[src/sv/cwis_pkg.sv]
// shared types and constants of the constant-weight index sampler
// used by every module of the sampler; no dependencies
`timescale 1ns / 1ps

package cwis_pkg;

   localparam int MAX_LENGTH     = 4096;
   localparam int MAX_WEIGHT_DEF = 64;
   localparam int LEN_W          = 13;
   localparam int POS_W          = 12;
   localparam int WORD_W         = 31;
   localparam int WGT_W          = 7;
   localparam int ADDR_W         = 3;
   localparam int DATA_W         = 32;
   localparam int DIV_CNT_W      = 5;

   // register indexes, address bit 2 selects the register
   localparam logic REG_BLOCK_LENGTH = 1'b0;
   localparam logic REG_WEIGHT       = 1'b1;

   typedef enum logic [2:0] {
      ST_IDLE,
      ST_DIV,
      ST_SCAN,
      ST_FINISH,
      ST_EMIT
   } state_type;

   // one entry of the sparse permutation map: perm[key] = val
   typedef struct packed {
      logic             valid;
      logic [POS_W-1:0] key;
      logic [POS_W-1:0] val;
   } map_entry_type;

   // one entry of the sorted chosen list
   typedef struct packed {
      logic             valid;
      logic [POS_W-1:0] val;
   } sort_entry_type;

   typedef struct packed {
      logic clear;
      logic shift;
   } map_ctrl_type;

   typedef struct packed {
      logic             clear;
      logic             insert;
      logic             shift;
      logic [POS_W-1:0] value;
   } sort_ctrl_type;

endpackage

[src/sv/cwis_map_cell.sv]
// one cell of the rotating permutation-map ring
// depends on cwis_pkg
`timescale 1ns / 1ps

module cwis_map_cell (
   input  logic                    clock,
   input  logic                    reset,
   input  cwis_pkg::map_ctrl_type  ctrl,
   input  logic                    wr_en,
   input  cwis_pkg::map_entry_type wr_entry,
   input  cwis_pkg::map_entry_type shift_in,
   output cwis_pkg::map_entry_type entry
);
   import cwis_pkg::*;

   map_entry_type entry_ff, entry_in;

   always_comb begin
      entry_in = entry_ff;
      if (ctrl.clear) begin
         entry_in.valid = 1'b0;
      end else if (wr_en) begin
         entry_in = wr_entry;
      end else if (ctrl.shift) begin
         entry_in = shift_in;
      end
   end

   always_ff @(posedge clock) begin
      if (reset) begin
         entry_ff.valid <= 1'b0;
      end else begin
         entry_ff.valid <= entry_in.valid;
      end
      entry_ff.key <= entry_in.key;
      entry_ff.val <= entry_in.val;
   end

   assign entry = entry_ff;

endmodule

[config.mk]
export PLATFORM = sky130hd
export DESIGN_NAME = cwis_map_cell
export DESIGN_NICKNAME = d
export VERILOG_FILES = /design/src/sv/cwis_pkg.sv /design/src/sv/cwis_map_cell.sv
export SDC_FILE = /design/constraint.sdc
export NUM_CORES = 1
export LEC_CHECK = 0
export ABC_AREA = 1
export BUFFER_PORTS_ARGS = -buffer_cell sky130_fd_sc_hd__buf_2
export CAP_MARGIN = 15
export CELL_PAD_IN_SITES_DETAIL_PLACEMENT = 1
export CELL_PAD_IN_SITES_GLOBAL_PLACEMENT = 2
export CORE_MARGIN = 10
export CORE_UTILIZATION = 19
export CTS_CLUSTER_SIZE = 40
export DETAILED_ROUTE_END_ITERATION = 10
export PLACE_DENSITY_LB_ADDON = 0.3
export SYNTH_ARGS = -nofsm -noshare
export SYNTH_HDL_FRONTEND = slang
export SYNTH_SLANG_ARGS = --single-unit
[constraint.sdc]
create_clock -name clock -period 1.6 [get_ports clock]
set_input_delay 0.08 -clock clock [delete_from_list [all_inputs] [get_ports clock]]
set_output_delay 0.08 -clock clock [all_outputs]
set_load 0.005 [all_outputs]
==> metrics <==
run status completed; dominant delay contributor by cell family on the critical path flip-flops; Hold Path Cell Cnt 4; average vias per placed instance 3.68; Chip Width 97.0 um; Comb pwr share 0.165; Netlist cell types 8; number of DRC markers after the initial detailed-route iteration 33; worst rel slew slack 0.791; proportion of netlist area held by the largest area contributor 0.639; cell count after synthesis ~120; startpoint of the worst setup timing path entry[2]$_DFFE_PP_; data arrival at the endpoint of the critical path 0.80 ns; Crit Path Category reg -> out; H-tree depth 1; clock share of power 0.264; drt wl/cell 13.8 um; post-route antenna net violation count 0; amount of wire on met2 after detailed routing 1.84 mm; cell leakage power 0.838 nW; Hold Buf Count CTS 0; antenna cells 0; min Tclk post-route 0.882 ns; Critical Path Source Type flop; global-route wire length before repair 6.04 mm; initial antenna violation count 0; Pwr Density 867 nW/um^2; origin of the worst min-delay path reset; count of buffering cells on the critical path with inverters included 1; proportion of layout cells with a drive suffix above 1 0.442; sequential-to-total area share from yosys stat 0.657; Worst VDD drop between 0.2 and 0.3 mV; type of element capturing the critical path output pin; number of maximum-capacitance violations 0; Total GRT Usage 0.0791; met3 layer wire length in the routed design around 210 um; dominant cell by count in the synthesized netlist sky130_fd_sc_hd__nand2_1; wire length on met1 1.62 mm; y dimension of the die a little under 100 um; final worst path period share 0.552; Sw Pwr approximately 330 uW; number of cells on the critical path 1; TritonCTS sink count 25; Synth Flop Type sky130_fd_sc_hd__edfxtp_1; final max-slew violation count 0; number of flip-flops and latches in the synthesized netlist 25; cell row count 27; total I/O pin count 80; via count of the first global-routing pass 1103; overall routed net length roughly 3.7 mm; DRC viols 0; share of flip-flops with an asynchronous set or reset 0; maximum clock rate 1130 MHz; Internal Power 1.08 mW; clock latency on the worst-skew pair 0.26 ns; core region area 5640 sq um; Post-Synthesis Net Count 172; maximum number of pins on one net before global-route repair 27; Worst Hold Slack 0.0497 ns; CP Cell Sequence buf_2; RePlAce Congestion 0.710; worst-case clock skew 0 ns; dominant cells by area after synthesis sky130_fd_sc_hd__edfxtp_1, sky130_fd_sc_hd__nand2_1, sky130_fd_sc_hd__buf_6, sky130_fd_sc_hd__dfxtp_1, sky130_fd_sc_hd__nor2_1; startpoint of the lowest-slack register-to-register path entry[24]$_SDFFE_PP0P_; cell area after synthesis about 1100 sq um; total number of nets in the final design approximately 250; unrepaired setup endpoints after global routing no; number of gates resized after CTS 0; Initial Utilization 0.200; Register-to-Register Path Depth 4; clock buffer depth 2; area of the die around 9400 sq um; final setup vio count 0; EDFF count, synth 24; switching portion of total power 0.236; count of yosys warnings during synthesis 0; CP max FO 1; Final Hold Viols 0; top cells by count, synth sky130_fd_sc_hd__nand2_1, sky130_fd_sc_hd__edfxtp_1, sky130_fd_sc_hd__nor2_1, sky130_fd_sc_hd__buf_6, sky130_fd_sc_hd__inv_1; clock tree from TritonCTS done; mean cell area of the mapped netlist 9.64 sq um; Clock Pin Slew Worst Setup and Hold Paths about 0.090 ns; part of the power in registers 0.571; layout overhead on the synthesized area 44.1%; DP Wirelength between 2 and 3 mm; vias post-DR 989; post-CTS setup buffers 0; Total Negative Setup Slacks 0 ns; root cell of the clock tree sky130_fd_sc_hd__clkbuf_8; Buffers on Ports 79; top layer in use met4; class of the tightest hold or removal check in -> reg; library cell occupying the most area in the post-synthesis netlist sky130_fd_sc_hd__edfxtp_1; peak per-stage delay on the critical path 0.39 ns; data required time at the worst endpoint around 1.5 ns; total congestion overflow 0; Pre-antenna DRT Iters 4; number of clock buffers inserted by TritonCTS 3; worst-path cell with the longest stage delay sky130_fd_sc_hd__edfxtp_1; actual transition at the worst max-transition pin 0.313 ns; Largest register FFs 25
cells in the final DEF, fill, tap and decap left out, drive strengths merged:
cell and count:
buf 81, clkbuf 3, clkinv 1, dfxtp 1
edfxtp 24, inv 4, nand2 78, nor2 5
per-stage QoR:
step                setup slack, ns  utilization  area [sq um]  power [mW]  cells
global placement              0.464        0.280          1580        1.06    265
CTS                           0.702        0.288          1620        1.44    269
detailed placement            0.436        0.280          1580        1.06    265
finish                        0.718        0.288          1620        1.41    269
global route                  0.647        0.288          1620        1.51    269
floorplan                     0.292            -          1130       0.916    117
power by group through the flow:
stage	Sequential (mW)	Clock, mW	Combinational (mW)
after floorplan	0.829	0	0.0875
after global placement	0.819	0	0.242
after detailed placement	0.820	0	0.242
after CTS	0.806	0.393	0.243
after global routing	0.810	0.431	0.271
final	0.804	0.372	0.232
layer usage:
metal  track usage  vias up
met2         0.131       39
met4        0.0338        0
li1              -      525
met1        0.0940      423
met3        0.0199        2
met5             0        -
cells by family after synthesis:
| logic type | synth area share |
|---|---|
| AND/OR/NAND/NOR | 0.276 |
| flip-flops | 0.657 |
| buffers and inverters | 0.0666 |
final cells by class:
type                       count  area (sq um)
inverter                       4          22.5
timing repair buffer          81           410
sequential                    25           741
multi-input combinational     83           314
clock inverter                 1          5.00
tap                           72          90.1
clock buffer                   3          41.3
fill                         706          4020
final timing paths:
path	end	slack, ns
max	entry[2]	0.72
min	entry[24]$_SDFFE_PP0P_	0.05
max reg2reg	entry[24]$_SDFFE_PP0P_	0.98
min reg2reg	entry[24]$_SDFFE_PP0P_	0.54
(Power assumes the default switching activity.)
