--- src/sv/cwis_pkg.sv ---
// shared types and constants of the constant-weight index sampler
// used by every module of the sampler; no dependencies
`timescale 1ns / 1ps

package cwis_pkg;

   localparam int MAX_LENGTH     = 4096;
   localparam int MAX_WEIGHT_DEF = 64;
   localparam int LEN_W          = 13;
   localparam int POS_W          = 12;
   localparam int WORD_W         = 31;
   localparam int WGT_W          = 7;
   localparam int ADDR_W         = 3;
   localparam int DATA_W         = 32;
   localparam int DIV_CNT_W      = 5;

   // register indexes, address bit 2 selects the register
   localparam logic REG_BLOCK_LENGTH = 1'b0;
   localparam logic REG_WEIGHT       = 1'b1;

   typedef enum logic [2:0] {
      ST_IDLE,
      ST_DIV,
      ST_SCAN,
      ST_FINISH,
      ST_EMIT
   } state_type;

   // one entry of the sparse permutation map: perm[key] = val
   typedef struct packed {
      logic             valid;
      logic [POS_W-1:0] key;
      logic [POS_W-1:0] val;
   } map_entry_type;

   // one entry of the sorted chosen list
   typedef struct packed {
      logic             valid;
      logic [POS_W-1:0] val;
   } sort_entry_type;

   typedef struct packed {
      logic clear;
      logic shift;
   } map_ctrl_type;

   typedef struct packed {
      logic             clear;
      logic             insert;
      logic             shift;
      logic [POS_W-1:0] value;
   } sort_ctrl_type;

endpackage

--- src/sv/cwis_sort_cell.sv ---
// one cell of the insertion-sort chain, ascending from cell 0
// depends on cwis_pkg
`timescale 1ns / 1ps

module cwis_sort_cell (
   input  logic                     clock,
   input  logic                     reset,
   input  cwis_pkg::sort_ctrl_type  ctrl,
   input  logic                     prev_keep,
   input  cwis_pkg::sort_entry_type prev_entry,
   input  cwis_pkg::sort_entry_type next_entry,
   output logic                     keep,
   output cwis_pkg::sort_entry_type entry
);
   import cwis_pkg::*;

   sort_entry_type entry_ff, entry_in;

   assign keep = entry_ff.valid && (entry_ff.val < ctrl.value);

   always_comb begin
      entry_in = entry_ff;
      if (ctrl.clear) begin
         entry_in.valid = 1'b0;
      end else if (ctrl.insert) begin
         if (!keep) begin
            // new value lands where the left neighbor still stays below it
            if (prev_keep) begin
               entry_in.valid = 1'b1;
               entry_in.val   = ctrl.value;
            end else begin
               entry_in = prev_entry;
            end
         end
      end else if (ctrl.shift) begin
         entry_in = next_entry;
      end
   end

   always_ff @(posedge clock) begin
      if (reset) begin
         entry_ff.valid <= 1'b0;
      end else begin
         entry_ff.valid <= entry_in.valid;
      end
      entry_ff.val <= entry_in.val;
   end

   assign entry = entry_ff;

endmodule

--- config.mk ---
export PLATFORM = sky130hd
export DESIGN_NAME = cwis_sort_cell
export DESIGN_NICKNAME = d
export VERILOG_FILES = /design/src/sv/cwis_pkg.sv /design/src/sv/cwis_sort_cell.sv
export SDC_FILE = /design/constraint.sdc
export NUM_CORES = 1
export LEC_CHECK = 0
export ABC_AREA = 1
export BUFFER_PORTS_ARGS = -buffer_cell sky130_fd_sc_hd__buf_2
export CAP_MARGIN = 20
export CORE_ASPECT_RATIO = 0.8
export CORE_UTILIZATION = 43
export CTS_CLUSTER_DIAMETER = 150
export DETAILED_ROUTE_END_ITERATION = 16
export GPL_TIMING_DRIVEN = 0
export PLACE_DENSITY = 0.87
export SYNTH_ARGS = -nofsm -noshare
export SYNTH_HDL_FRONTEND = slang
export SYNTH_SLANG_ARGS = --single-unit
--- constraint.sdc ---
create_clock -name clock -period 2.5 [get_ports clock]
set_input_delay 0.125 -clock clock [delete_from_list [all_inputs] [get_ports clock]]
set_output_delay 0.125 -clock clock [all_outputs]
set_load 0.01 [all_outputs]
==> impl_metrics.json, run 1 <==
{
  "status": "completed",
  "peakVddDrop_mv": 0.347,
  "place_inst": 222,
  "critPathKind": "reg2reg",
  "powerDensity_nw_per_um2": 404,
  "tns_ps": 0,
  "arrival_ps": 1960,
  "synthMuxAreaShare_pct": 0,
  "cp_data_required_time_ps": 2430,
  "yosysSeqAreaShare_pct": 37.3,
  "grt_pass1_vias": 906,
  "finalSetupViolCount": 0,
  "min_period_ps": 2030,
  "syn_area_per_cell_um2": 7.29,
  "synthFlopType": "edfxtp_1",
  "fin_crit_sh_pct": 81.2,
  "synth-xor-area-share_pct": 0,
  "crit_fanout": 12,
  "setup.worst_path.end": "entry[2]",
  "worst_slack_ps": 470,
  "max_slew_margin_pct": 68.7,
  "seqCellArea_um2": 380,
  "synth-async-reset-ratio_pct": 0,
  "dpl-instance-area_um2": 1340,
  "initial_core_util_pct": 46.5,
  "rsz0062_at_grt": "no",
  "skew_ps": 6.17,
  "ys_types": 19,
  "clock.fmax_mhz": 493,
  "timing.rr.end": "entry[2]",
  "synth_top_family_by_area": "simple AND/OR/NAND/NOR gates",
  "synth-edff-count": 12,
  "cts-hold-fix-buffers": 0,
  "fillers": 222,
  "ys_seq_elements": 13,
  "worstReg2RegStart": "entry[11]",
  "drive_gt1_share_pct": 33.8,
  "nNetsFinal": 257,
  "synth-compound-area-share_pct": 13.2,
  "drc": 0,
  "dieArea_um2": 2570,
  "area_delta_synth_final_pct": 33.6,
  "avgRoutedWirePerCell_um": 10.2,
  "io_pins": 58,
  "maxSlewViolCount": 0,
  "synthCells": 140,
  "ant_nets": 0,
  "dp_hpwl_um": 1870,
  "leakage_nw": 0.769,
  "max_cap_viol_count": 0,
  "insertion_delay_ps": 280,
  "cts_resized": 0,
  "design_area_um2": 1360,
  "syn_area_um2": 1020,
  "grt_usage_pct": 19.3,
  "rows": 15,
  "startpoint_type": "register",
  "hold_viol": 0,
  "yosys.area_share.simple_pct": 24.9,
  "critPathCaptureType": "register",
  "hold_start": "next_entry[7]",
  "syn-num-nets": 195,
  "synth_fa_ha_area_share_pct": 13.5,
  "wirelength_um": 2300,
  "post_cts_buffers": 0,
  "largest_reg_flops": 13,
  "rr_worst_depth": 9,
  "dr.pass1.iters": 4,
  "num_vias": 1059,
  "die_x_um": 56.5,
  "cts_tree": "built",
  "core_area_um2": 2200,
  "tightest_slew_ps": 470,
  "h-tree-depth": 1,
  "clkTransAtPathRegs_ps": 80,
  "dpl_worst_slack_ps": 464,
  "die_h_um": 45.6,
  "gp_congestion": 0.760,
  "clock_path_buffers": 2,
  "reg2reg_slack_ps": 470,
  "via_per_inst": 4.69,
  "port-buffer-count": 57,
  "startpoint": "entry[11]",
  "grt_pass1_wl_um": 3690,
  "fin_cells": 226,
  "multiInputGateArea_um2": 527,
  "drt_iter0_drc": 14,
  "antenna_found_initial": 0,
  "cts_root_buf": "clkbuf_4",
  "cts_sinks": 13,
  "grt_overflow": 0,
  "yosysWarnings": 0,
  "grt_max_degree": 13,
  "hold_class": "in2reg",
  "numCtsBuffers": 3,
  "diodes": 0
}
-- synth_stat cells (2+ instances only) --
library cell / number / share of area, %
a21oi_1: 3 / 1.5
buf_2: 3 / 1.5
edfxtp_1: 12 / 35
ha_1: 11 / 13
inv_1: 25 / 9.2
nand2_1: 33 / 12
nand3_2: 2 / 2.0
nor2_1: 18 / 6.6
o21ai_0: 23 / 11
-- how the worst min path moves through the flow --
| stage | end | slack [ps] | cells past startpoint |
|---|---|---|---|
| after global placement | entry[3] | 410 | 3 |
| after detailed placement | entry[4] | 410 | 3 |
| after global routing | entry[10] | 130 | 3 |
| after CTS | entry[6] | 120 | 3 |
| final | entry[7] | 110 | 3 |
| after floorplan | entry[0] | 320 | 2 |
-- power by group --
group | switching [W] | total (W) | leakage [nW] | internal (W)
sequential | 0.00000744 | 0.000265 | 0.124 | 0.000258
clock | 0.0000722 | 0.000134 | 0.0150 | 0.0000620
combinational | 0.0000816 | 0.000151 | 0.630 | 0.0000698
total | 0.000161 | 0.000551 | 0.769 | 0.000389
-- cell usage in the layout (no fill, tap or decap) --
| cell type | Yosys | routed |
|---|---|---|
| edfxtp_1 | 12 | 12 |
| or3_1 | 1 | 1 |
| ha_1 | 11 | 11 |
| nand3_2 | 2 | 2 |
| clkbuf_1 | 0 | 1 |
| nor2_1 | 18 | 18 |
| clkbuf_4 | 0 | 3 |
| o21ai_0 | 23 | 23 |
| nand3_1 | 1 | 1 |
| o21ai_1 | 1 | 1 |
| dfxtp_1 | 1 | 1 |
| nor2_2 | 1 | 1 |
| nand3b_1 | 1 | 1 |
| and2_1 | 1 | 1 |
| or2_2 | 1 | 1 |
| nor3_1 | 1 | 1 |
| nand2_1 | 33 | 33 |
| a21oi_1 | 3 | 3 |
| clkbuf_2 | 1 | 1 |
| inv_1 | 25 | 25 |
| buf_2 | 3 | 60 |
-- critical path: stages (launching register included) --
cell and delay, ps:
edfxtp_1 390, ha_1 300, nand2_1 80, nor2_2 120, nand2_1 80, nor2_1 100
nor2_1 70, nand3_2 90, nand3b_1 80, inv_1 360
-- routing by layer --
metal	part of all wire (%)	track usage (%)	vias up
li1	-	-	570
met1	44	23.6	447
met2	48	33.4	37
met3	6.6	5.11	5
met4	1.4	7.32	0
met5	0	0	-
-- per-stage QoR --
| step | power [W] | hold WS [ps] | utilization [%] |
|---|---|---|---|
| 3_3_place_gp | 0.000419 | 407 | 60.9 |
| 2_1_floorplan | 0.000354 | 316 | - |
| 5_1_grt | 0.000584 | 133 | 62.1 |
| 3_5_place_dp | 0.000422 | 409 | 60.9 |
| 6_report | 0.000551 | 114 | 62.1 |
| 4_1_cts | 0.000553 | 118 | 62.1 |
-- logic make-up after synthesis --
family | count (synthesis)
compound gates | 27
fa+ha+maj | 11
buf+inv | 29
flops | 13
simple gates | 60
-- cell type report --
class                      instances  share of cell area, %
multi-input combinational         98                   38.6
inverter                          25                   6.88
sequential                        13                   27.9
timing repair buffer              57                   20.9
buffer                             4                   1.47
clock buffer                       4                   1.93
tap                               25                   2.29
Power figures use the tool's default switching activity.
==> inputs of run 2 (changes only) <==
==> constraint.sdc (replaced) <==
create_clock -name clock -period 2 [get_ports clock]
set_input_delay 0.1 -clock clock [delete_from_list [all_inputs] [get_ports clock]]
set_output_delay 0.1 -clock clock [all_outputs]
set_load 0.01 [all_outputs]
==> impl_metrics.json, run 2 (synthesis results as in run 1) <==
{
  "status": "completed",
  "maxSlewViolCount": 0,
  "die_x_um": 56.5,
  "place_inst": 222,
  "cp_data_required_time_ps": 2000,
  "area_delta_synth_final_pct": 42.0,
  "initial_core_util_pct": 46.5,
  "wirelength_um": 2460,
  "insertion_delay_ps": 280,
  "clock_path_buffers": 2,
  "avgRoutedWirePerCell_um": 10.8,
  "max_slew_margin_pct": 87.1,
  "critPathKind": "reg2reg",
  "antenna_found_initial": 0,
  "crit_chain": "ha_4 -> nand2_2 -> nor2_4 -> nand2_2 -> nor2_2 -> nand2_1 -> nand3_2 -> nand3b_1 -> clkinvlp_4 -> buf_6",
  "clkTransAtPathRegs_ps": 80,
  "ant_nets": 0,
  "port-buffer-count": 57,
  "io_pins": 58,
  "drc": 0,
  "largest_reg_flops": 13,
  "hold_class": "in2reg",
  "critPathMaxStageDelay_ps": 440,
  "dieArea_um2": 2570,
  "leakage_nw": 0.783,
  "switching_power_w": 0.000216,
  "power_w": 0.000720,
  "crit_family": "simple AND/OR/NAND/NOR gates",
  "max_cap_viol_count": 0,
  "reg2reg_slack_ps": 60,
  "arrival_ps": 1940,
  "dp_hpwl_um": 1870,
  "layout_commonest_cell": "buf_2",
  "crit_buf_inv": 2,
  "startpoint": "entry[9]",
  "layout_common_cells": "buf_2 (60), nand2_1 (29), inv_1 (23), o21ai_0 (23), nor2_1 (15)",
  "drive_gt1_share_pct": 40.2,
  "startpoint_type": "register",
  "clock.fmax_mhz": 516,
  "pwr-share-clk_pct": 23.3,
  "share_comb_of_total_power_pct": 30.5,
  "hold_start": "next_entry[6]",
  "cpMostUsedCell": "nand2_2",
  "num_vias": 1094,
  "rows": 15,
  "gp_congestion": 0.760,
  "worstReg2RegStart": "entry[9]",
  "powerDensity_nw_per_um2": 497,
  "seqPwrFrac_pct": 46.2,
  "grt_usage_pct": 19.8,
  "fillers": 204,
  "die_h_um": 45.6,
  "grt_overflow": 0,
  "grt_pass1_wl_um": 3780,
  "worst_slack_ps": 61.0,
  "cts_root_buf": "clkbuf_4",
  "tightest_slew_ps": 193,
  "via_per_inst": 4.78,
  "numCtsBuffers": 3,
  "finalSetupViolCount": 0,
  "crit_fanout": 6,
  "dpl_worst_slack_ps": -35.7,
  "cts_sinks": 13,
  "switching_share_pct": 30.0,
  "grt_pass1_vias": 923,
  "critPathCaptureType": "register",
  "drt_iter0_drc": 26,
  "design_area_um2": 1450,
  "grt_max_degree": 11,
  "fin_cells": 229,
  "peakVddDrop_mv": 0.450,
  "dpl-instance-area_um2": 1340,
  "core_area_um2": 2200,
  "min_period_ps": 1940,
  "skew_ps": 6.41,
  "hold_viol": 0,
  "slowest_stage": "edfxtp_1",
  "p_int_w": 0.000504,
  "h-tree-depth": 1,
  "fin_crit_sh_pct": 96.9,
  "nNetsFinal": 260,
  "diodes": 0,
  "cts_tree": "built",
  "dr.pass1.iters": 4
}
run 2: layer usage:
| layer | vias up | wire length [µm] | track usage, % |
|---|---|---|---|
| met5 | - | 0 | 0 |
| met4 | 0 | 22 | 7.32 |
| met3 | 2 | 145 | 5.11 |
| met2 | 42 | 1210 | 34.1 |
| met1 | 471 | 1090 | 24.5 |
| li1 | 579 | - | - |
run 2: area by class of cell:
cell class                      instances  area (µm²)  area share [%]
Timing Repair Buffer                   60         315            21.7
Sequential cell                        13         380            26.2
Multi-Input combinational cell         98         579            39.9
Clock buffer                            4        26.3            1.81
Tap cell                               25        31.3            2.16
Inverter                               25        97.6            6.73
Buffer                                  4        20.0            1.38
run 2: path summary, 6_finish.rpt:
check,end,cells past startpoint
setup / recovery,entry[3],10
hold / removal,entry[6],3
setup reg to reg,entry[3],10
hold reg to reg,entry[12],5
run 2: through the flow:
step / hold slack (ps) / TNS [ps] / utilization (%)
3_5_place_dp: 384 / -423 / 60.9
4_1_cts: 92.6 / 0 / 63.0
5_1_grt: 100 / -405 / 66.0
2_1_floorplan: 291 / 0 / -
6_report: 88.4 / 0 / 66.0
3_3_place_gp: 382 / -256 / 60.9
run 2: power groups by stage:
stage | registers (W) | clock network, W | logic, W
after detailed placement | 0.000338 | 0 | 0.000190
after global placement | 0.000337 | 0 | 0.000186
after floorplan | 0.000347 | 0 | 0.0000959
after CTS | 0.000331 | 0.000168 | 0.000197
final | 0.000333 | 0.000167 | 0.000220
after global routing | 0.000336 | 0.000177 | 0.000250
run 2: repair_timing:
| action | in CTS | in global routing |
|---|---|---|
| resized for setup | 1 | 14 |
| endpoints found under the setup margin | 12 | 12 |
| setup buffers | 2 | 1 |
| hold buffers | 0 | 0 |
| endpoints found under the hold margin | 0 | 0 |
| pin swaps | 0 | 12 |
run 2: worst min-delay path, stage by stage:
cell and delay (ps):
buf_2 70, nand2_1 40, o21ai_0 50
