--- src/sv/cwis_pkg.sv ---
// shared types and constants of the constant-weight index sampler
// used by every module of the sampler; no dependencies
`timescale 1ns / 1ps

package cwis_pkg;

   localparam int MAX_LENGTH     = 4096;
   localparam int MAX_WEIGHT_DEF = 64;
   localparam int LEN_W          = 13;
   localparam int POS_W          = 12;
   localparam int WORD_W         = 31;
   localparam int WGT_W          = 7;
   localparam int ADDR_W         = 3;
   localparam int DATA_W         = 32;
   localparam int DIV_CNT_W      = 5;

   // register indexes, address bit 2 selects the register
   localparam logic REG_BLOCK_LENGTH = 1'b0;
   localparam logic REG_WEIGHT       = 1'b1;

   typedef enum logic [2:0] {
      ST_IDLE,
      ST_DIV,
      ST_SCAN,
      ST_FINISH,
      ST_EMIT
   } state_type;

   // one entry of the sparse permutation map: perm[key] = val
   typedef struct packed {
      logic             valid;
      logic [POS_W-1:0] key;
      logic [POS_W-1:0] val;
   } map_entry_type;

   // one entry of the sorted chosen list
   typedef struct packed {
      logic             valid;
      logic [POS_W-1:0] val;
   } sort_entry_type;

   typedef struct packed {
      logic clear;
      logic shift;
   } map_ctrl_type;

   typedef struct packed {
      logic             clear;
      logic             insert;
      logic             shift;
      logic [POS_W-1:0] value;
   } sort_ctrl_type;

endpackage

--- src/sv/cwis_divider.sv ---
// bit-serial restoring remainder unit: word mod divisor, one bit per cycle
// depends on cwis_pkg
`timescale 1ns / 1ps

module cwis_divider (
   input  logic                       clock,
   input  logic                       reset,
   input  logic                       start,
   input  logic [cwis_pkg::WORD_W-1:0] word,
   input  logic [cwis_pkg::LEN_W-1:0]  divisor,
   output logic                       done,
   output logic [cwis_pkg::LEN_W-1:0]  remainder
);
   import cwis_pkg::*;

   logic                 busy_ff, busy_in;
   logic                 done_ff, done_in;
   logic [DIV_CNT_W-1:0] cnt_ff, cnt_in;
   logic [WORD_W-1:0]    word_ff, word_in;
   logic [LEN_W-1:0]     dvs_ff, dvs_in;
   logic [LEN_W:0]       rem_ff, rem_in;
   logic [LEN_W:0]       trial;

   always_comb begin
      busy_in = busy_ff;
      done_in = 1'b0;
      cnt_in  = cnt_ff;
      word_in = word_ff;
      dvs_in  = dvs_ff;
      rem_in  = rem_ff;
      trial   = {rem_ff[LEN_W-1:0], word_ff[WORD_W-1]};
      if (start) begin
         busy_in = 1'b1;
         cnt_in  = '0;
         word_in = word;
         dvs_in  = divisor;
         rem_in  = '0;
      end else if (busy_ff) begin
         word_in = {word_ff[WORD_W-2:0], 1'b0};
         if (trial >= {1'b0, dvs_ff}) begin
            rem_in = trial - {1'b0, dvs_ff};
         end else begin
            rem_in = trial;
         end
         cnt_in = cnt_ff + 1'b1;
         if (cnt_ff == DIV_CNT_W'(WORD_W - 1)) begin
            busy_in = 1'b0;
            done_in = 1'b1;
         end
      end
   end

   always_ff @(posedge clock) begin
      if (reset) begin
         busy_ff <= 1'b0;
         done_ff <= 1'b0;
         cnt_ff  <= '0;
      end else begin
         busy_ff <= busy_in;
         done_ff <= done_in;
         cnt_ff  <= cnt_in;
      end
      word_ff <= word_in;
      dvs_ff  <= dvs_in;
      rem_ff  <= rem_in;
   end

   assign done      = done_ff;
   assign remainder = rem_ff[LEN_W-1:0];

endmodule

--- config.mk ---
export PLATFORM = sky130hd
export DESIGN_NAME = cwis_divider
export DESIGN_NICKNAME = d
export VERILOG_FILES = /design/src/sv/cwis_pkg.sv /design/src/sv/cwis_divider.sv
export SDC_FILE = /design/constraint.sdc
export NUM_CORES = 1
export LEC_CHECK = 0
export BUFFER_PORTS_ARGS = -buffer_cell sky130_fd_sc_hd__buf_2
export CAP_MARGIN = 40
export CORE_MARGIN = 2
export CORE_UTILIZATION = 40
export DETAILED_ROUTE_END_ITERATION = 6
export GPL_TIMING_DRIVEN = 0
export PLACE_DENSITY = 0.69
export SLEW_MARGIN = 20
export SYNTH_ARGS = -nofsm -noshare
export SYNTH_HDL_FRONTEND = slang
export SYNTH_SLANG_ARGS = --single-unit
--- constraint.sdc ---
create_clock -name clock -period 2.85 [get_ports clock]
set_input_delay 0.57 -clock clock [delete_from_list [all_inputs] [get_ports clock]]
set_output_delay 0.57 -clock clock [all_outputs]
set_load 0.01 [all_outputs]
==> out/metrics.yaml, run 1 <==
status: "finished clean"
clock_skew_ns: 0.00723
gp_congestion: 0.826
drc: 0
syn_inst: 272
hold_class: "input port to flop"
path_delay_family: "compound AO/OA/AOI/OAI gates"
yosysTopAreaCellShare: 0.406
synthTopCellsByArea: "edfxtp_1 41%, dfxtp_1 12%, mux2_2 10%, ha_1 5.8%, nor2_1 2.5%"
layout-drive-gt1-share: 0.350
fp-row-count: 32
avgSynthCellArea_sq_um: 12.0
clock_tree.buffer_depth: 2
dp.cells: 434
ios: 61
fin_crit_sh: 0.927
crit_fanout: 10
cpPeakStageDelay_ns: 0.40
path_cells: "inv_1, ha_1, fa_1, and2b_2, o31ai_1, a2111oi_2, or2_1, buf_6, buf_12, mux2i_1, a211oi_2"
clk_pin_slew_ns: 0.07
fp.dieH_microns: 94.2
fin_cells: 451
start_kind: "flop"
drt_iter0_drc: 131
yosysWarnings: 0
synth.most_common_cell: "edfxtp_1"
cts_root_buf: "clkbuf_8"
dp_hpwl_mm: 4.74
async_flop_share: 0
routed_wl_mm: 6.51
htree_levels: 3
portBuffers: 60
ir_worst_vdd_mv: 0.426
tns_ns: 0
whs_ns: 0.407
wire_per_inst_microns: 14.4
cp.required_ns: 3.05
max_cap_violations: 0
grt_setup_unrepaired: "false"
nets: 407
num_antenna_cells: 0
clock_sinks: 64
relSlewSlack: 0.523
ant_nets: 0
firstDrtPassIters: 4
grt_max_degree: 32
synth.distinct_cells: 52
grt_overflow: 0
clock_latency_ns: 0.34
min_period_ns: 2.64
yosys.area.top_type: "edfxtp_1"
syn_area_sq_um: 3250
cts_tree: "done"
synth_nets: 335
p_leak_nw: 1.61
synth_edf_count: 44
synth_common_cells: "44 x edfxtp_1, 30 x mux2_2, 22 x nor2_1, 20 x dfxtp_1, 19 x inv_1"
ys_seq_area_frac: 0.529
end_kind: "flop"
cp.buffers_inverters: 3
finalSetupViolCount: 0
antenna_found_initial: 0
slowest_stage: "a2111oi_2"
max_clock_freq_ghz: 0.378
yosys_most_used_dff: "edfxtp_1"
ys_ff_latch: 64
cp.arrival_ns: 2.84
fp.dieW_microns: 94.2
worstSetupPathType: "flop to flop"
grt_pass1_vias: 2270
start_util: 0.417
area_growth_pct: 20.5
grt_pass1_wl_mm: 10.4
vias: 2290
grt_usage: 0.155
finalHoldViolCount: 0
power-per-cell-area_nw_per_um2: 627
viasPerCell: 5.08
tightest_slew_ns: 0.713
core_area_sq_um: 7810
drv_slew: 0
holdBufCountCts: 0
dieArea_sq_um: 8870
cts_inserted_buffers: 9
[layer usage]
metal | GRT usage | up-vias | share of wire
met4 | 0.0519 | 0 | 0.011
li1 | - | 1139 | -
met2 | 0.251 | 56 | 0.48
met3 | 0.0674 | 7 | 0.067
met1 | 0.184 | 1088 | 0.44
met5 | 0 | - | 0
[cell type report]
type | count | area, sq um
fill | 711 | 3890
sequential | 64 | 1720
multi-input combinational | 176 | 1390
timing repair buffer | 61 | 308
clock buffer | 11 | 141
tap | 102 | 128
clock inverter | 5 | 81.3
buffer | 13 | 75.1
inverter | 19 | 71.3
[flip-flops by register name, summed over array words and instances, names as in the netlist]
name,flops
word_ff,31
cnt_ff,5
busy_ff,1
rem_ff,13
dvs_ff,13
done,1
[stage by stage]
step / setup WS [ns] / power, mW / instance area (sq um) / util
final: 0.207 / 2.46 / 3920 / 0.502
after global routing: 0.0605 / 2.58 / 3920 / 0.502
after CTS: 0.115 / 2.49 / 3910 / 0.501
after detailed placement: -0.0506 / 1.61 / 3680 / 0.472
after global placement: -0.0241 / 1.60 / 3680 / 0.471
after floorplan: 0.247 / 1.47 / 3250 / -
[path summary, 6_finish.rpt]
kind               start   endpoint  slack, ns  depth (start not counted)
min reg2reg    cnt_ff[4]       done       0.52                          2
max reg2reg  word_ff[30]  rem_ff[7]       0.21                         11
max          word_ff[30]  rem_ff[7]       0.21                         11
min           divisor[0]  dvs_ff[0]       0.41                          1
[layout by cell type (no fill, tap or decap), drive strengths merged, types with 6 or more instances in the layout]
cell type and n:
inv 19, mux2i 6, mux2 30, nand2 12, clkbuf 19, nor2 22
dfxtp 20, a211oi 10, xnor2 7, edfxtp 44, buf 66, nand4 6
o21ai 7, ha 15, a21oi 11
[logic make-up (layout without fill, tap and decap cells)]
group           after synthesis  in the layout  synth area share
buf+inv                      32            109            0.0450
flops                        64             64             0.529
mux                          36             36             0.122
xor+xnor                     12             12            0.0323
fa+ha+maj                    16             16            0.0639
simple gates                 59             59            0.0908
compound gates               53             53             0.116
[report_power, final]
part / switching, mW / internal [mW] / leakage, nW / total [mW]
Clock: 0.349 / 0.517 / 0.110 / 0.865
Sequential: 0.0377 / 1.09 / 0.604 / 1.13
Combinational: 0.245 / 0.219 / 0.897 / 0.464
Total: 0.631 / 1.82 / 1.61 / 2.46
[timing repair]
action | in CTS | in global routing
pin swaps | 0 | 1
gates resized for setup | 1 | 0
hold endpoints to repair | 0 | 0
setup buffers | 0 | 1
cloned | 0 | 0
endpoints found under the setup margin | 5 | 3
Note: power is estimated with default switching activity, not from simulation.
==> run 2, diff against run 1 <==
--- a/config.mk
+++ b/config.mk
@@ -5,13 +5,14 @@
 export SDC_FILE = /design/constraint.sdc
 export NUM_CORES = 1
 export LEC_CHECK = 0
+export ABC_AREA = 1
 export BUFFER_PORTS_ARGS = -buffer_cell sky130_fd_sc_hd__buf_2
 export CAP_MARGIN = 40
 export CORE_MARGIN = 2
-export CORE_UTILIZATION = 40
+export CORE_UTILIZATION = 50
 export DETAILED_ROUTE_END_ITERATION = 6
 export GPL_TIMING_DRIVEN = 0
-export PLACE_DENSITY = 0.69
+export PLACE_DENSITY = 0.8
 export SLEW_MARGIN = 20
 export SYNTH_ARGS = -nofsm -noshare
 export SYNTH_HDL_FRONTEND = slang
==> out/metrics.yaml, run 2 <==
status: "finished clean"
cts_resized: 0  # -1
combPwrFrac: 0.110  # -0.079
regArea_sq_um: 1720  # unchanged
gp_congestion: 0.880  # +6.5%
cts_setup_buffers: 0  # unchanged
syn_inst: 447  # +64%
finalHoldViolCount: 0  # unchanged
nFillCells: 642  # -9.7%
cts_tree: "done"
reg2reg_slack_ns: 0.46  # +0.25 ns
final_common_cell: "nand2_1"
ant_nets: 0  # unchanged
p_leak_nw: 2.19  # +36%
num_antenna_cells: 0  # unchanged
tightest_slew_ns: 0.668  # -0.0456 ns
grt_usage: 0.224  # +0.0688
multi_input_area_sq_um: 1490  # +6.9%
cts_root_buf: "clkbuf_8"
grt_overflow: 0  # unchanged
mostFrequentLayoutCells: "186 x nand2_1, 65 x inv_1, 65 x buf_2, 44 x edfxtp_1, 27 x nand3_1"
r2r-start: "busy_ff"
worstReg2RegEnd: "word_ff[18]"
relSlewSlack: 0.554  # +0.0316
max_cap_violations: 0  # unchanged
clock_skew_ns: 0.0113  # +0.00405 ns
min_period_ns: 2.65  # +0.0102 ns
synth_edf_count: 44  # unchanged
routed_wl_mm: 7.82  # +20%
yosys_most_used_dff: "edfxtp_1"
viasPerCell: 4.87  # -4.1%
grt_max_degree: 18  # -44%
end_kind: "flop"
nets: 582  # +43%
synthTopCellsByArea: "edfxtp_1 37%, nand2_1 20%, dfxtp_1 11%, inv_1 6.9%, ha_1 5.3%"
use_met1: 0.268  # +0.0840
hold_class: "input port to flop"
htree_levels: 3  # unchanged
drc: 0  # unchanged
swShare: 0.240  # -0.0168
hold_end: "busy_ff"
dp.cells: 604  # +39%
crit_fanout: 17  # +7
utilization: 0.616  # +0.114
wire_per_inst_microns: 12.6  # -13%
yosysTopAreaCellShare: 0.374  # -0.0325
avgSynthCellArea_sq_um: 7.91  # -34%
fin_cells: 620  # +37%
ys_seq_area_frac: 0.487  # -0.0424
clock_latency_ns: 0.34  # about the same
clk_pin_slew_ns: 0.07  # about the same
ys_ff_latch: 64  # unchanged
seq_power_share: 0.494  # +0.035
synth.distinct_cells: 29  # -44%
clock_sinks: 64  # unchanged
portBuffers: 60  # unchanged
start_util: 0.517  # +0.101
p_int_mw: 1.68  # -7.9%
clock_tree.buffer_depth: 2  # unchanged
start_kind: "input port"
vias: 3018  # +32%
worstSetupPathType: "input port to flop"
drt_iter0_drc: 121  # -7.6%
syn_area_sq_um: 3530  # +8.7%
fp.dieH_microns: 88.1  # -6.5%
fin_crit_sh: 0.931  # +0.00358
ir_worst_vdd_mv: 0.291  # -32%
core_area_sq_um: 6830  # -13%
cts_inserted_buffers: 9  # unchanged
busiest_layer: "met2"
grt_setup_unrepaired: "false"
cp.arrival_ns: 2.75  # -0.09 ns
hold_path_depth: 2  # +1
antenna_found_initial: 0  # unchanged
largest_register_ffs: 31  # unchanged
grt_pass1_vias: 2996  # +32%
holdBufCountCts: 0  # unchanged
synth_common_cells: "186 x nand2_1, 65 x inv_1, 44 x edfxtp_1, 27 x nand3_1, 20 x dfxtp_1"
fp.dieW_microns: 88.1  # -6.5%
worst-r2r-cell-count: 5  # -6
cp.required_ns: 2.95  # -0.10 ns
grt_pass1_wl_mm: 13.3  # +28%
largestRegisters: "word_ff x31, dvs_ff x13, rem_ff x13"
switchingPower_uw: 531  # -16%
fp-row-count: 30  # -6.3%
firstDrtPassIters: 4  # unchanged
dieArea_sq_um: 7760  # -13%
yosys.area.top_type: "edfxtp_1"
clkPwrFrac: 0.396  # +0.044
ios: 61  # unchanged
layout-drive-gt1-share: 0.193  # -0.157
dp_hpwl_mm: 5.70  # +20%
synth_nets: 510  # +52%
grt_use_met3: 0.0603  # -0.00710
area_growth_pct: 19.0
drv_slew: 0  # unchanged
max_clock_freq_ghz: 0.377  # -0.38%
hp-start: "reset"
grt_use_met2: 0.371  # +0.121
finalSetupViolCount: 0  # unchanged
async_flop_share: 0  # unchanged
largest_register: "word_ff"
yosysWarnings: 0  # unchanged
synth.most_common_cell: "nand2_1"
power-per-cell-area_nw_per_um2: 526  # -16%
-- run 2: layer usage --
layer | routed length (microns) | vias to the layer above
li1 | - | 1562
met1 | 3360 | 1364
met2 | 3840 | 77
met3 | 455 | 15
met4 | 163 | 0
met5 | 0 | -
-- run 2: worst max path at each step --
| stage | to | cells past startpoint | start | slack [ns] |
|---|---|---|---|---|
| floorplan | word_ff[0] | 4 | start | 0.74 |
| global placement | word_ff[24] | 5 | start | -0.27 |
| detailed placement | word_ff[26] | 6 | start | -0.13 |
| CTS | word_ff[18] | 6 | start | 0.23 |
| global route | word_ff[18] | 6 | start | 0.03 |
| finish | word_ff[18] | 6 | start | 0.20 |
-- run 2: area by class of cell --
class                      count  share of cell area
buffer                        15              0.0176
clock buffer                  11              0.0336
clock inverter                 5              0.0193
inverter                      67              0.0598
multi-input combinational    301               0.354
sequential                    64               0.409
tap                           96              0.0286
timing repair buffer          61              0.0780
-- run 2: per-stage QoR --
stage | hold slack [ns] | total power [mW] | TNS (ns) | instance area, sq um | worst slack [ns]
2_1_floorplan | 0.462 | 1.26 | 0 | 3530 | 0.738
3_3_place_gp | 0.474 | 1.34 | -8.23 | 3960 | -0.267
3_5_place_dp | 0.477 | 1.35 | -2.15 | 3980 | -0.127
4_1_cts | 0.361 | 2.23 | 0 | 4210 | 0.227
5_1_grt | 0.368 | 2.31 | 0 | 4210 | 0.0335
6_report | 0.380 | 2.21 | 0 | 4210 | 0.196
-- run 2: worst max-delay path, stage by stage --
cell	delay, ns
buf_2	0.22
clkbuf_1	0.24
nor2_1	0.43
clkbuf_1	0.50
inv_1	0.48
buf_16	0.29
-- run 2: cell families (layout without fill, tap and decap cells) --
logic type | Yosys count | count (layout) | synth area share
AO/OA/AOI/OAI | 12 | 12 | 0.0205
flip-flops | 64 | 64 | 0.487
buffers and inverters | 82 | 159 | 0.0920
XOR/XNOR | 5 | 5 | 0.0124
AND/OR/NAND/NOR | 268 | 268 | 0.329
adder cells (fa/ha/maj) | 16 | 16 | 0.0588
-- run 2: power groups by stage --
stage                     clock [mW]  combinational (mW)  sequential [mW]
after CTS                      0.892               0.245             1.09
after detailed placement           0               0.242             1.11
final                          0.876               0.244             1.09
after global placement             0               0.229             1.11
after floorplan                    0               0.156             1.11
after global routing           0.930               0.279             1.10
==> run 3, diff against run 2 <==
--- a/config.mk
+++ b/config.mk
@@ -8,7 +8,6 @@
 export ABC_AREA = 1
 export BUFFER_PORTS_ARGS = -buffer_cell sky130_fd_sc_hd__buf_2
 export CAP_MARGIN = 40
-export CORE_MARGIN = 2
 export CORE_UTILIZATION = 50
 export DETAILED_ROUTE_END_ITERATION = 6
 export GPL_TIMING_DRIVEN = 0
==> out/metrics.yaml, run 3 (synthesis gave the netlist of run 2 again) <==
status: "finished clean"
grt_overflow: 0  # unchanged
cp.required_ns: 2.96  # about the same
largest_register_ffs: 31  # unchanged
relSlewSlack: 0.566  # +0.0113
dieArea_sq_um: 7410  # -4.5%
utilization: 0.624  # +0.00837
firstDrtPassIters: 4  # unchanged
ios: 61  # unchanged
start_util: 0.520  # +0.00286
power-per-cell-area_nw_per_um2: 522  # -0.69%
cts_tree: "done"
mostFrequentLayoutCells: "186 x nand2_1, 65 x buf_2, 64 x inv_1, 44 x edfxtp_1, 27 x nand3_1"
dp_hpwl_mm: 5.52  # -3.2%
final_common_cell: "nand2_1"
cts_inserted_buffers: 9  # unchanged
pre_cts_slack_ns: -0.243  # -0.116 ns
drt_iter0_drc: 148  # +22%
grt_pass1_vias: 2851  # -4.8%
end_kind: "flop"
clock_skew_ns: 0.0131  # +0.00183 ns
nets: 586  # +0.69%
antenna_found_initial: 0  # unchanged
grt_usage: 0.223  # -0.00106
cp.arrival_ns: 2.58  # -0.17 ns
layout-drive-gt1-share: 0.201  # +0.00801
drc: 0  # unchanged
p_leak_nw: 2.20  # +0.66%
crit_fanout: 14  # -3
max_cap_violations: 0  # unchanged
gp_congestion: 0.932  # +5.9%
switchingPower_uw: 529  # -0.35%
viasPerCell: 4.81  # -1.2%
whs_ns: 0.391  # +0.0109 ns
cts_root_buf: "clkbuf_8"
fp.dieH_microns: 86.1  # -2.3%
finalSetupViolCount: 0  # unchanged
finalHoldViolCount: 0  # unchanged
area_growth_pct: 19.9
post_dp_cell_area_sq_um: 3970  # -0.31%
worstSetupPathType: "input port to flop"
power.total_mw: 2.21  # +0.11%
seq_power_share: 0.493  # about the same
max_clock_freq_ghz: 0.404  # +7.3%
fp-row-count: 30  # unchanged
grt_max_degree: 20  # +2
portBuffers: 60  # unchanged
min_period_ns: 2.47  # -0.181 ns
htree_levels: 3  # unchanged
swShare: 0.239  # -0.00112
design_area_sq_um: 4240  # +0.80%
num_antenna_cells: 0  # unchanged
clock_latency_ns: 0.35  # about the same
wire_per_inst_microns: 11.9  # -5.4%
fp.dieW_microns: 86.1  # -2.3%
largestRegisters: "word_ff x31, dvs_ff x13, rem_ff x13"
reg2reg_slack_ns: 0.63  # +0.17 ns
grt_setup_unrepaired: "false"
largest_register: "word_ff"
p_int_mw: 1.68  # +0.26%
start_kind: "input port"
ant_nets: 0  # unchanged
clock_sinks: 64  # unchanged
ir_worst_vdd_mv: 0.346  # +19%
clock_tree.buffer_depth: 2  # unchanged
hold_class: "input port to flop"
routed_wl_mm: 7.44  # -4.8%
clkPwrFrac: 0.396  # about the same
clk_pin_slew_ns: 0.07  # about the same
combPwrFrac: 0.111  # about the same
finalWorstSetupSlack_ns: 0.378  # +0.181 ns
core_area_sq_um: 6790  # -0.55%
grt_pass1_wl_mm: 12.6  # -5.2%
fin_crit_sh: 0.868  # -0.0635
drv_slew: 0  # unchanged
tightest_slew_ns: 0.652  # -0.0162 ns
vias: 3000  # -0.60%
run 3: cell count changes in the layout (fill, tap and decap cells not counted):
| cell | previous run | this run |
|---|---|---|
| clkinvlp_4 | 1 | 2 |
| buf_8 | 1 | 2 |
| inv_1 | 65 | 64 |
| buf_12 | 0 | 1 |
| buf_16 | 1 | 0 |
| buf_4 | 0 | 3 |
run 3: metrics by stage:
step | setup TNS [ns] | instances
floorplan | 0 | 447
global placement | -8.47 | 603
detailed placement | -4.57 | 604
CTS | 0 | 620
global route | 0 | 624
finish | 0 | 624
run 3: timing repair:
item	in CTS	in global routing
resized for setup	0	1
setup buffers	0	4
endpoints found under the setup margin	0	13
hold endpoints to repair	0	0
hold buffers	0	0
run 3: layout make-up:
type / instances / area [sq um]
Buffer: 15 / 73.8
Clock buffer: 11 / 141
Clock inverter: 5 / 81.3
Fill cell: 589 / 2550
Inverter: 67 / 255
Multi-Input combinational cell: 301 / 1490
Sequential cell: 64 / 1720
Tap cell: 96 / 120
Timing Repair Buffer: 65 / 358
run 3: critical path, stage by stage:
cell        delay, ns
buf_2            0.21
clkbuf_1         0.23
nor2_1           0.46
clkbuf_1         0.57
clkinvlp_4       0.18
buf_4            0.19
buf_8            0.15
run 3: routing by layer:
layer	share of wire	up-vias	GRT usage
met2	0.48	86	0.378
met5	0	-	0
li1	-	1568	-
met4	0.018	0	0.0803
met1	0.44	1335	0.270
met3	0.064	11	0.0616
run 3: path summary, 6_finish.rpt:
path                                 from     endpoint  depth (start not counted)
worst max-delay path                start  word_ff[21]                          7
worst min-delay path                reset      busy_ff                          2
worst max register to register    busy_ff  word_ff[21]                          6
worst min register to register  rem_ff[0]    rem_ff[0]                          2
run 3: power groups by stage:
stage | sequential (mW) | combinational, mW | clock [mW]
2_1_floorplan | 1.11 | 0.156 | 0
3_3_place_gp | 1.11 | 0.228 | 0
3_5_place_dp | 1.11 | 0.237 | 0
4_1_cts | 1.09 | 0.238 | 0.896
5_1_grt | 1.10 | 0.281 | 0.932
6_report | 1.09 | 0.246 | 0.876
